===== config.mk =====
export PLATFORM = sky130hd
export DESIGN_NAME = ir_pulse_distance_frame_encoder_core
export DESIGN_NICKNAME = d
export VERILOG_FILES = /design/src/rtl/ipdfe_pkg.sv /design/src/rtl/ipdfe_cfg.sv /design/src/rtl/ipdfe_seq.sv /design/src/rtl/ir_pulse_distance_frame_encoder_core.sv
export SDC_FILE = /design/constraint.sdc
export NUM_CORES = 1
export LEC_CHECK = 0
export BUFFER_PORTS_ARGS = -buffer_cell sky130_fd_sc_hd__buf_4
export CORE_MARGIN = 2
export CORE_UTILIZATION = 40
export CTS_CLUSTER_DIAMETER = 150
export DETAILED_ROUTE_END_ITERATION = 8
export PLACE_DENSITY = 0.68
export SYNTH_ARGS = -nofsm -noshare
export SYNTH_HDL_FRONTEND = slang
export SYNTH_HIERARCHICAL = 1
export SYNTH_SLANG_ARGS = --single-unit

===== constraint.sdc =====
create_clock -name clk -period 4.2 [get_ports clk]
set_clock_uncertainty 0.1 [all_clocks]
set_input_delay 0.84 -clock clk [delete_from_list [all_inputs] [get_ports clk]]
set_output_delay 0.84 -clock clk [all_outputs]
set_load 0.01 [all_outputs]

===== src/rtl/ipdfe_pkg.sv =====
`timescale 1ns / 1ps
`default_nettype none

package ipdfe_pkg;

    // Header byte count default and the widest supported header
    localparam int HEADER_LEN_DEF = 4;
    localparam int HEADER_LEN_MAX = 4;

    // Field widths
    localparam int DUR_W      = 16;
    localparam int BYTE_W     = 8;
    localparam int HDR_W      = 32;
    localparam int CFG_IDX_W  = 3;
    localparam int CFG_DATA_W = 32;

    // Register reset values
    localparam logic [DUR_W-1:0] HEADER_MARK_RST  = 16'd3360;
    localparam logic [DUR_W-1:0] HEADER_SPACE_RST = 16'd1760;
    localparam logic [DUR_W-1:0] BIT_MARK_RST     = 16'd520;
    localparam logic [DUR_W-1:0] ONE_SPACE_RST    = 16'd1370;
    localparam logic [DUR_W-1:0] ZERO_SPACE_RST   = 16'd360;
    localparam logic [DUR_W-1:0] MESSAGE_GAP_RST  = 16'd32300;
    localparam logic [HDR_W-1:0] HEADER_BYTES_RST = 32'h0027_DA11;

    // Configuration register indexes
    typedef enum logic [CFG_IDX_W-1:0] {
        CFG_HEADER_MARK  = 3'd0,
        CFG_HEADER_SPACE = 3'd1,
        CFG_BIT_MARK     = 3'd2,
        CFG_ONE_SPACE    = 3'd3,
        CFG_ZERO_SPACE   = 3'd4,
        CFG_MESSAGE_GAP  = 3'd5,
        CFG_HEADER_BYTES = 3'd6
    } cfg_idx_t;

    // Register file contents as seen by the sequencer
    typedef struct packed {
        logic [DUR_W-1:0] header_mark_us;
        logic [DUR_W-1:0] header_space_us;
        logic [DUR_W-1:0] bit_mark_us;
        logic [DUR_W-1:0] one_space_us;
        logic [DUR_W-1:0] zero_space_us;
        logic [DUR_W-1:0] message_gap_us;
        logic [HDR_W-1:0] header_bytes;
    } cfg_t;

    // One mark/space pair
    typedef struct packed {
        logic             frame_end;
        logic             last_of_run;
        logic [DUR_W-1:0] space_us;
        logic [DUR_W-1:0] mark_us;
    } pair_t;

endpackage

`default_nettype wire


===== src/rtl/ipdfe_cfg.sv =====
`timescale 1ns / 1ps
`default_nettype none

module ipdfe_cfg (
    input  wire logic                                clk,
    input  wire logic                                rst_n,
    input  wire logic                                cfg_valid,
    output logic                                     cfg_ready,
    input  wire logic [ipdfe_pkg::CFG_IDX_W-1:0]     cfg_index,
    input  wire logic [ipdfe_pkg::CFG_DATA_W-1:0]    cfg_data,
    output ipdfe_pkg::cfg_t                          cfg
);

    ipdfe_pkg::cfg_t cfg_reg;
    ipdfe_pkg::cfg_t cfg_next;
    logic            wr_en;

    assign cfg_ready = 1'b1;
    assign wr_en     = cfg_valid & cfg_ready;
    assign cfg       = cfg_reg;

    // Register write decode; index seven is ignored
    always_comb
    begin
        cfg_next = cfg_reg;
        if (wr_en)
        begin
            unique case (ipdfe_pkg::cfg_idx_t'(cfg_index))
                ipdfe_pkg::CFG_HEADER_MARK:
                    cfg_next.header_mark_us = cfg_data[ipdfe_pkg::DUR_W-1:0];
                ipdfe_pkg::CFG_HEADER_SPACE:
                    cfg_next.header_space_us = cfg_data[ipdfe_pkg::DUR_W-1:0];
                ipdfe_pkg::CFG_BIT_MARK:
                    cfg_next.bit_mark_us = cfg_data[ipdfe_pkg::DUR_W-1:0];
                ipdfe_pkg::CFG_ONE_SPACE:
                    cfg_next.one_space_us = cfg_data[ipdfe_pkg::DUR_W-1:0];
                ipdfe_pkg::CFG_ZERO_SPACE:
                    cfg_next.zero_space_us = cfg_data[ipdfe_pkg::DUR_W-1:0];
                ipdfe_pkg::CFG_MESSAGE_GAP:
                    cfg_next.message_gap_us = cfg_data[ipdfe_pkg::DUR_W-1:0];
                ipdfe_pkg::CFG_HEADER_BYTES:
                    cfg_next.header_bytes = cfg_data[ipdfe_pkg::HDR_W-1:0];
                default:
                    cfg_next = cfg_reg;
            endcase
        end
    end

    always_ff @(posedge clk or negedge rst_n)
    begin
        if (!rst_n)
        begin
            cfg_reg.header_mark_us  <= ipdfe_pkg::HEADER_MARK_RST;
            cfg_reg.header_space_us <= ipdfe_pkg::HEADER_SPACE_RST;
            cfg_reg.bit_mark_us     <= ipdfe_pkg::BIT_MARK_RST;
            cfg_reg.one_space_us    <= ipdfe_pkg::ONE_SPACE_RST;
            cfg_reg.zero_space_us   <= ipdfe_pkg::ZERO_SPACE_RST;
            cfg_reg.message_gap_us  <= ipdfe_pkg::MESSAGE_GAP_RST;
            cfg_reg.header_bytes    <= ipdfe_pkg::HEADER_BYTES_RST;
        end
        else
        begin
            cfg_reg <= cfg_next;
        end
    end

endmodule

`default_nettype wire


===== src/rtl/ipdfe_seq.sv =====
`timescale 1ns / 1ps
`default_nettype none

module ipdfe_seq #(
    parameter int HEADER_LEN = ipdfe_pkg::HEADER_LEN_DEF
) (
    input  wire logic                              clk,
    input  wire logic                              rst_n,
    input  wire ipdfe_pkg::cfg_t                   cfg,
    // byte from the input register
    input  wire logic                              byte_valid,
    input  wire logic [ipdfe_pkg::BYTE_W-1:0]      byte_data,
    input  wire logic                              byte_last,
    output logic                                   byte_take,
    // pair toward the output register
    input  wire logic                              pair_adv,
    output logic                                   pair_valid,
    output ipdfe_pkg::pair_t                       pair
);

    // Position map of one frame: header pair, header bits, data bits,
    // checksum bits, trailer pair
    localparam int DATA_POS_I = 1 + 8 * HEADER_LEN;
    localparam int CK_POS_I   = DATA_POS_I + 8;
    localparam int TR_POS_I   = CK_POS_I + 8;
    localparam int POS_W      = $clog2(TR_POS_I + 1);

    localparam logic [POS_W-1:0] DATA_POS = POS_W'(DATA_POS_I);
    localparam logic [POS_W-1:0] DATA_END = POS_W'(DATA_POS_I + 7);
    localparam logic [POS_W-1:0] CK_POS   = POS_W'(CK_POS_I);
    localparam logic [POS_W-1:0] TR_POS   = POS_W'(TR_POS_I);

    logic                          busy_reg, busy_next;
    logic [POS_W-1:0]              pos_reg, pos_next;
    logic [ipdfe_pkg::BYTE_W-1:0]  byte_reg, byte_next;
    logic                          last_reg, last_next;
    logic [ipdfe_pkg::BYTE_W-1:0]  sum_reg, sum_next;
    logic                          in_frame_reg, in_frame_next;

    logic [ipdfe_pkg::BYTE_W-1:0]  hdr_sum;
    logic [ipdfe_pkg::BYTE_W-1:0]  sum_base;
    logic [POS_W-1:0]              pos_end;
    logic [POS_W-1:0]              pos_m1;
    logic                          at_end;
    logic                          done;
    logic                          load;
    logic                          cur_bit;

    // Sum of the fixed header bytes
    always_comb
    begin
        hdr_sum = '0;
        for (int i = 0; i < HEADER_LEN; i++)
        begin
            hdr_sum = hdr_sum + cfg.header_bytes[8*i +: 8];
        end
    end

    assign sum_base   = in_frame_reg ? sum_reg : hdr_sum;
    assign pos_end    = last_reg ? TR_POS : DATA_END;
    assign at_end     = (pos_reg == pos_end);
    assign done       = busy_reg & pair_adv & at_end;
    assign load       = byte_valid & (~busy_reg | done);
    assign byte_take  = load;
    assign pair_valid = busy_reg;
    assign pos_m1     = pos_reg - 1'b1;

    // Bit being sent at the current position
    always_comb
    begin
        if (pos_reg < DATA_POS)
        begin
            cur_bit = cfg.header_bytes[pos_m1[4:0]];
        end
        else if (pos_reg < CK_POS)
        begin
            cur_bit = byte_reg[pos_m1[2:0]];
        end
        else
        begin
            cur_bit = sum_reg[pos_m1[2:0]];
        end
    end

    // Pair for the current position
    always_comb
    begin
        pair.last_of_run = at_end;
        pair.frame_end   = (pos_reg == TR_POS);
        if (pos_reg == '0)
        begin
            pair.mark_us  = cfg.header_mark_us;
            pair.space_us = cfg.header_space_us;
        end
        else if (pos_reg == TR_POS)
        begin
            pair.mark_us  = cfg.bit_mark_us;
            pair.space_us = cfg.message_gap_us;
        end
        else
        begin
            pair.mark_us  = cfg.bit_mark_us;
            pair.space_us = cur_bit ? cfg.one_space_us : cfg.zero_space_us;
        end
    end

    // Item load and position advance
    always_comb
    begin
        busy_next     = busy_reg;
        pos_next      = pos_reg;
        byte_next     = byte_reg;
        last_next     = last_reg;
        sum_next      = sum_reg;
        in_frame_next = in_frame_reg;
        if (load)
        begin
            busy_next     = 1'b1;
            pos_next      = in_frame_reg ? DATA_POS : '0;
            byte_next     = byte_data;
            last_next     = byte_last;
            sum_next      = sum_base + byte_data;
            in_frame_next = ~byte_last;
        end
        else if (done)
        begin
            busy_next = 1'b0;
        end
        else if (busy_reg & pair_adv)
        begin
            pos_next = pos_reg + 1'b1;
        end
    end

    always_ff @(posedge clk or negedge rst_n)
    begin
        if (!rst_n)
        begin
            busy_reg     <= 1'b0;
            pos_reg      <= '0;
            last_reg     <= 1'b0;
            sum_reg      <= '0;
            in_frame_reg <= 1'b0;
        end
        else
        begin
            busy_reg     <= busy_next;
            pos_reg      <= pos_next;
            last_reg     <= last_next;
            sum_reg      <= sum_next;
            in_frame_reg <= in_frame_next;
        end
    end

    always_ff @(posedge clk)
    begin
        byte_reg <= byte_next;
    end

endmodule

`default_nettype wire


===== src/rtl/ir_pulse_distance_frame_encoder_core.sv =====
`timescale 1ns / 1ps
`default_nettype none

// Channel   Dir  Fields (tdata / tuser from the low bit up)
// s_axis    in   tdata: data_byte[7:0]; tlast: final_byte
// m_axis    out  tdata: mark_us[15:0], space_us[31:16]; tlast: last_of_run;
//                tuser: frame_end
// cfg       in   cfg_index: register index 0..6; cfg_data: write value
//
// One mark/space pair leaves the output register per cycle unless m_axis stalls; that
// register sets the rate. A byte sends its data bits, with the header pair and header
// bits before them for the first byte of a frame and the checksum bits and trailer
// pair after them for the last. The next byte waits in the input register and starts
// with no gap. Reset is asynchronous and clears the open frame and the checksum. A
// stall on m_axis holds the pair; the input side fills and then stalls.

module ir_pulse_distance_frame_encoder_core #(
    parameter int HEADER_LEN = ipdfe_pkg::HEADER_LEN_DEF
) (
    input  wire logic                               clk,
    input  wire logic                               rst_n,
    input  wire logic                               s_axis_tvalid,
    output logic                                    s_axis_tready,
    input  wire logic [7:0]                         s_axis_tdata,   // data_byte[7:0]
    input  wire logic                               s_axis_tlast,   // final_byte
    output logic                                    m_axis_tvalid,
    input  wire logic                               m_axis_tready,
    output logic [31:0]                             m_axis_tdata,   // mark_us, space_us
    output logic                                    m_axis_tlast,   // last_of_run
    output logic                                    m_axis_tuser,   // frame_end
    input  wire logic                               cfg_valid,
    output logic                                    cfg_ready,
    input  wire logic [ipdfe_pkg::CFG_IDX_W-1:0]    cfg_index,
    input  wire logic [ipdfe_pkg::CFG_DATA_W-1:0]   cfg_data
);

    ipdfe_pkg::cfg_t   cfg;
    ipdfe_pkg::pair_t  pair;
    ipdfe_pkg::pair_t  out_pair_reg;
    logic              out_valid_reg, out_valid_next;
    logic              in_valid_reg, in_valid_next;
    logic [7:0]        in_byte_reg;
    logic              in_last_reg;
    logic              byte_take;
    logic              pair_valid;
    logic              pair_adv;
    logic              in_acc;

    ipdfe_cfg u_cfg (
        .clk       (clk),
        .rst_n     (rst_n),
        .cfg_valid (cfg_valid),
        .cfg_ready (cfg_ready),
        .cfg_index (cfg_index),
        .cfg_data  (cfg_data),
        .cfg       (cfg)
    );

    ipdfe_seq #(
        .HEADER_LEN (HEADER_LEN)
    ) u_seq (
        .clk        (clk),
        .rst_n      (rst_n),
        .cfg        (cfg),
        .byte_valid (in_valid_reg),
        .byte_data  (in_byte_reg),
        .byte_last  (in_last_reg),
        .byte_take  (byte_take),
        .pair_adv   (pair_adv),
        .pair_valid (pair_valid),
        .pair       (pair)
    );

    // Input register
    assign s_axis_tready = ~in_valid_reg;
    assign in_acc        = s_axis_tvalid & s_axis_tready;

    always_comb
    begin
        in_valid_next = in_valid_reg;
        if (byte_take)
        begin
            in_valid_next = 1'b0;
        end
        else if (in_acc)
        begin
            in_valid_next = 1'b1;
        end
    end

    always_ff @(posedge clk or negedge rst_n)
    begin
        if (!rst_n)
        begin
            in_valid_reg <= 1'b0;
        end
        else
        begin
            in_valid_reg <= in_valid_next;
        end
    end

    always_ff @(posedge clk)
    begin
        if (in_acc)
        begin
            in_byte_reg <= s_axis_tdata;
            in_last_reg <= s_axis_tlast;
        end
    end

    // Output register
    assign pair_adv       = ~out_valid_reg | m_axis_tready;
    assign out_valid_next = pair_adv ? pair_valid : out_valid_reg;

    always_ff @(posedge clk or negedge rst_n)
    begin
        if (!rst_n)
        begin
            out_valid_reg <= 1'b0;
        end
        else
        begin
            out_valid_reg <= out_valid_next;
        end
    end

    always_ff @(posedge clk)
    begin
        if (pair_adv)
        begin
            out_pair_reg <= pair;
        end
    end

    assign m_axis_tvalid = out_valid_reg;
    assign m_axis_tdata  = {out_pair_reg.space_us, out_pair_reg.mark_us};
    assign m_axis_tlast  = out_pair_reg.last_of_run;
    assign m_axis_tuser  = out_pair_reg.frame_end;

endmodule

`default_nettype wire


## Yosys cells after proc, flatten, opt, wreduce, memory -nomap -nowiden

Cells that the tools add are included.

| word-level totals | value |
|---|---|
| register bits after elaboration | 198 |
| input port bits | 49 |
| output and inout port bits | 37 |
| logic and storage cells | 84 |

| operators by class | value |
|---|---|
| $add $sub $neg | 6 |
| magnitude comparators | 4 |
| eq/ne operators | 9 |
| multiplexer cells | 21 |
| bitwise operators | 10 |
| reduce and logical (&&, ||, !) cells | 13 |

Operators by type and width:

| cell | number |
|---|---|
| $mux 32 | 2 |
| $add 8x8->8 | 4 |
| $mux 6 | 4 |
| $mux 16 | 1 |
| $reduce_and 2->1 | 8 |
| $lt 6x6->1 const B | 2 |
| $eq 3x3->1 const B | 3 |
| $mux 1 | 9 |
| $mux 8 | 1 |
| $add 6x1->6 const B | 1 |
| $bmux 1 s3 | 2 |
| $eq 3x2->1 const B | 2 |
| $eq 6x6->1 | 1 |
| $eq 6x6->1 const B | 1 |
| $logic_not 6->1 | 1 |
| $lt 5x6->1 const B | 1 |
| $reduce_bool 2->1 | 3 |
| $bmux 1 s5 | 1 |
| $mux 5 | 1 |
| $sub 5x1->5 const B | 1 |
| $and 1x1->1 | 4 |
| $lt 3x4->1 const B | 1 |
| $not 1->1 | 4 |
| $eq 3x1->1 const B | 1 |
| 3 further kinds | 4 |

## Logic depth before layout (Yosys ltp)

| logic depth | value |
|---|---|
| word-level depth | 8 |
| mapped depth | 18 |

## By module

The synthesis kept the hierarchy.

Modules (own cells, without submodules):

| module | instances | cells each | area each (sq um) | sequential area each (sq um) |
|---|---|---|---|---|
| ipdfe_cfg | 1 | 281 | 4948.5 | 3254.4 |
| ipdfe_seq | 1 | 341 | 3213.1 | 665.6 |
| ir_pulse_distance_frame_encoder_core | 1 | 51 | 1381.3 | 1341.3 |

## Worst setup path after synthesis

OpenSTA, ideal clock, no wires.

| path | value |
|---|---|
| path type | reg-to-reg |
| start point | reg u_cfg.cfg_reg, in the netlist u_cfg/cfg[9] |
| end point | reg u_seq/sum_reg[7] in the netlist's numbering |
| setup time | 0.104 ns |
| arrival | 4.062 ns |
| required time | 3.996 ns |
| setup slack | -0.065 ns |
| stages on the path, launching flop included | 17 |
| path buffers | 0 |
| period minus slack after synthesis | 4.265 ns |
| cells stage by stage | dfstp_2 > inv_1 > fa_1 > fa_1 > inv_1 > ha_1 > fa_1 > a21o_1 > a21oi_1 > xor2_1 > o21ai_0 > ha_1 > or3_1 > o211ai_1 > xor2_1 > a21o_1 > a221oi_1 |

| between the ends | value |
|---|---|
| word-level cells in the longest chain between the ends | 5 |

Ends and longest elaborated chain:

| item | line | source |
|---|---|---|
| start: declaration | ipdfe_cfg.sv:14 | `ipdfe_pkg::cfg_t cfg_reg;` |
| start signal: assignment | ipdfe_cfg.sv:63 | `cfg_reg <= cfg_next;` |
| $add 8x8->8 (3 in series) | ipdfe_seq.sv:55 | `hdr_sum = hdr_sum + cfg.header_bytes[8*i +: 8];` |
| $mux 8 | ipdfe_seq.sv:59 | `assign sum_base = in_frame_reg ? sum_reg : hdr_sum;` |
| $add 8x8->8 | ipdfe_seq.sv:122 | `sum_next = sum_base + byte_data;` |
| end signal: assignment | ipdfe_seq.sv:150 | `sum_reg <= sum_next;` |
| end: declaration | ipdfe_seq.sv:37 | `logic [ipdfe_pkg::BYTE_W-1:0] sum_reg, sum_next;` |

No other way between the ends.
A chain may end at the register's enable or synchronous reset.

## Worst setup path after layout

Same ends and word-level chain as after synthesis.

==> flow_metrics.py <==
metrics = {
    "run_status": {
        "outcome": "finished with violations",
        "violations": "setup timing",
    },
    "grt": {
        "first_global_vias": 5764,
        "grt_antenna_before_repair": 0,
        "globalRoute.totalOverflow": 0,
        "grt_max_degree": 95,
        "grt_pass1_wl_um": 31800,
        "track_usage_pct": 16.6,
    },
    "critical_path": {
        "required_ps": 4450,
        "crit_arrival_ps": 4480,
        "cp-start-kind": "register",
        "crit_type": "reg2reg",
        "slowest_stage": "dfstp_2",
        "cp_slowest_stage_delay_ps": 540,
        "ff2ff_setup_slack_ps": -40,
        "path_max_fanout": 3,
        "cp-end-kind": "register",
        "crit_chain": "inv_1 > fa_1 > fa_1 > inv_2 > ha_4 > fa_2 > a21o_1 > a21oi_2 > xor2_1 > o21ai_1 > ha_1 > or3_1 > o211ai_1 > xor2_1 > a21o_1 > a221oi_2",
    },
    "detailed_routing": {
        "wl_um": 19400,
        "route.detailed.wl_per_inst_um": 17.8,
        "final_antenna_net_count": 0,
        "viasPerCell": 5.12,
        "firstDrtPassIters": 4,
        "first_iter_violations": 319,
        "dr_total_vias": 5594,
        "drc": 0,
    },
    "pwr": {
        "p_leak_uw": 0.00474,
        "power_density_mw_per_mm2": 721,
        "power_uw": 8080,
        "ir_drop_uv": 382,
    },
    "floorplan": {
        "die_h_um": 158,
        "core_mm2": 0.0235,
        "dieArea_mm2": 0.0251,
        "std_cell_rows": 56,
        "fp.dieW_um": 158,
        "start_util_pct": 40.7,
        "ios": 86,
    },
    "finish": {
        "finalInstanceArea_mm2": 0.0112,
        "final_layout_size_suffix_gt1_share_pct": 46.3,
        "final_cells": 1092,
        "final_util_pct": 47.7,
        "antenna_cells": 0,
        "largest_register_ff_count": 128,
        "layout_commonest_cell": "mux2_2",
        "final_cell_mix": "mux2_2 (136), dfrtp_1 (106), buf_4 (105), edfxtp_1 (51), dfstp_2 (41)",
        "nNetsFinal": 842,
        "area_delta_synth_final_pct": 17.3,
    },
    "cts": {
        "clk_path_buf_depth": 2,
        "clock_sinks": 198,
        "numCtsBuffers": 17,
        "clk_pin_slew_ps": 70,
        "cts_tree": "built",
        "cts_max_level": 4,
        "cts_root_buffer": "clkbuf_16",
        "clk_latency_ps": 440,
    },
    "yosys": {
        "synth_cell_types": 60,
        "synthTopCellsByArea": "dfrtp_1 (28%), edfxtp_1 (16%), mux2_2 (16%)",
        "synthCells": 673,
        "synth_top_cell_by_area": "dfrtp_1",
        "synth_flop_cell": "dfrtp_1",
        "avgSynthCellArea_um2": 14.2,
        "seq_area_frac_synth_pct": 55.1,
        "synth_top_area_share_pct": 27.8,
        "synth_area_mm2": 0.00954,
        "async_flop_share_pct": 74.2,
        "yosysWarnings": 6,
        "syn_nets": 755,
        "synth-edff-count": 51,
        "ys_ff_latch": 198,
    },
    "placement": {
        "dp_cells": 1057,
        "post_dp_cell_area_mm2": 0.0106,
        "dp_hpwl_um": 13100,
        "place.gp.congestion": 0.821,
        "io_buffers": 84,
    },
    "timing": {
        "setup_viol": 1,
        "fin_crit_ps": 4240,
        "worst_slew_pin_slew_ps": 899,
        "max_freq_mhz": 236,
        "setup_slack_ps": -38.5,
        "slew_headroom_pct": 40.1,
        "finalHoldViolations": 0,
        "maxSlewViolCount": 0,
        "layout_worst_path_cycle_share_pct": 101,
        "rsz0062_at_grt": "yes",
    },
    "hold_path": {
        "hold_class": "reg2reg",
    },
    "job": {
        "drv_cap": 0,
    },
}
## synthesized netlist by cell type, types with 14 or more instances
cell type  count
mux2_2       136
dfrtp_1      106
edfxtp_1      51
inv_1         42
dfstp_2       41
nand2_1       27
o21ai_0       21
ha_1          18
mux2i_1       17
a22oi_1       16
fa_1          15
clkbuf_1      14
## what timing repair did
item / in CTS / in global routing
pin swaps: 16 / 1
gates resized for setup: 9 / 0
setup endpoints to repair: 1 / 1
buffers inserted: 3 / 0
hold buffers: 0 / 0
## cell type report
cell class | instances | area (um2)
fill | 2071 | 12300
timing repair buffer | 107 | 820
multi-input combinational | 394 | 3970
tap | 319 | 399
sequential | 198 | 5260
clock buffer | 18 | 429
clock inverter | 14 | 165
inverter | 42 | 158
## per-layer routing
| metal | vias to the layer above | GRT usage, % | wire (um) |
|---|---|---|---|
| met3 | 18 | 2.94 | 638 |
| met1 | 2879 | 24.3 | 9540 |
| met5 | - | 0 | 0 |
| met2 | 105 | 25.6 | 9030 |
| li1 | 2592 | - | - |
| met4 | 0 | 4.50 | 221 |
## cell families after synthesis
group,share of synthesized area (%)
simple gates,5.06
buf+inv,4.10
mux,22.6
xor+xnor,2.02
fa+ha+maj,5.51
flops,55.1
other cells,0.0393
compound gates,5.55
## through the flow
| stage | worst slack, ps | setup TNS, ps | hold WS (ps) |
|---|---|---|---|
| after CTS | 2.75 | 0 | 355 |
| after detailed placement | -176 | -176 | 346 |
| after floorplan | 3.56 | 0 | 319 |
| final | -38.5 | -38.5 | 349 |
| after global placement | -83.2 | -83.2 | 344 |
| after global routing | -273 | -273 | 383 |
## power breakdown
part | switching, uW | total, uW | internal (uW)
Clock | 787 | 1640 | 850
Sequential | 349 | 2930 | 2580
Combinational | 1700 | 3510 | 1810
Total | 2840 | 8080 | 5240
## worst max-delay path, delay by kind of cell, from the launching register on
| kind | cells | cell delay [ps] |
|---|---|---|
| AND/OR/NAND/NOR | 1 | 330 |
| XOR/XNOR | 2 | 300 |
| adder cells (fa/ha/maj) | 5 | 1770 |
| AO/OA/AOI/OAI | 6 | 1000 |
| flip-flops | 1 | 540 |
| buffers and inverters | 2 | 110 |
## path summary, 6_finish.rpt
path                                     startpoint                              to  cells after the start
hold reg to reg               in_last_reg$_DFFE_PP_  u_seq/in_frame_reg$_DFFE_PN0P_                      1
setup reg to reg           u_cfg/cfg[9]$_DFFE_PN1P_    u_seq/sum_reg[7]$_DFFE_PN0P_                     16
hold / removal                in_last_reg$_DFFE_PP_  u_seq/in_frame_reg$_DFFE_PN0P_                      1
setup / recovery           u_cfg/cfg[9]$_DFFE_PN1P_    u_seq/sum_reg[7]$_DFFE_PN0P_                     16
max in group asynchronous                     rst_n       u_cfg/cfg[44]$_DFFE_PN1P_                      2
min in group asynchronous                     rst_n      u_cfg/cfg[118]$_DFFE_PN0P_                      1
(Power assumes the default switching activity.)
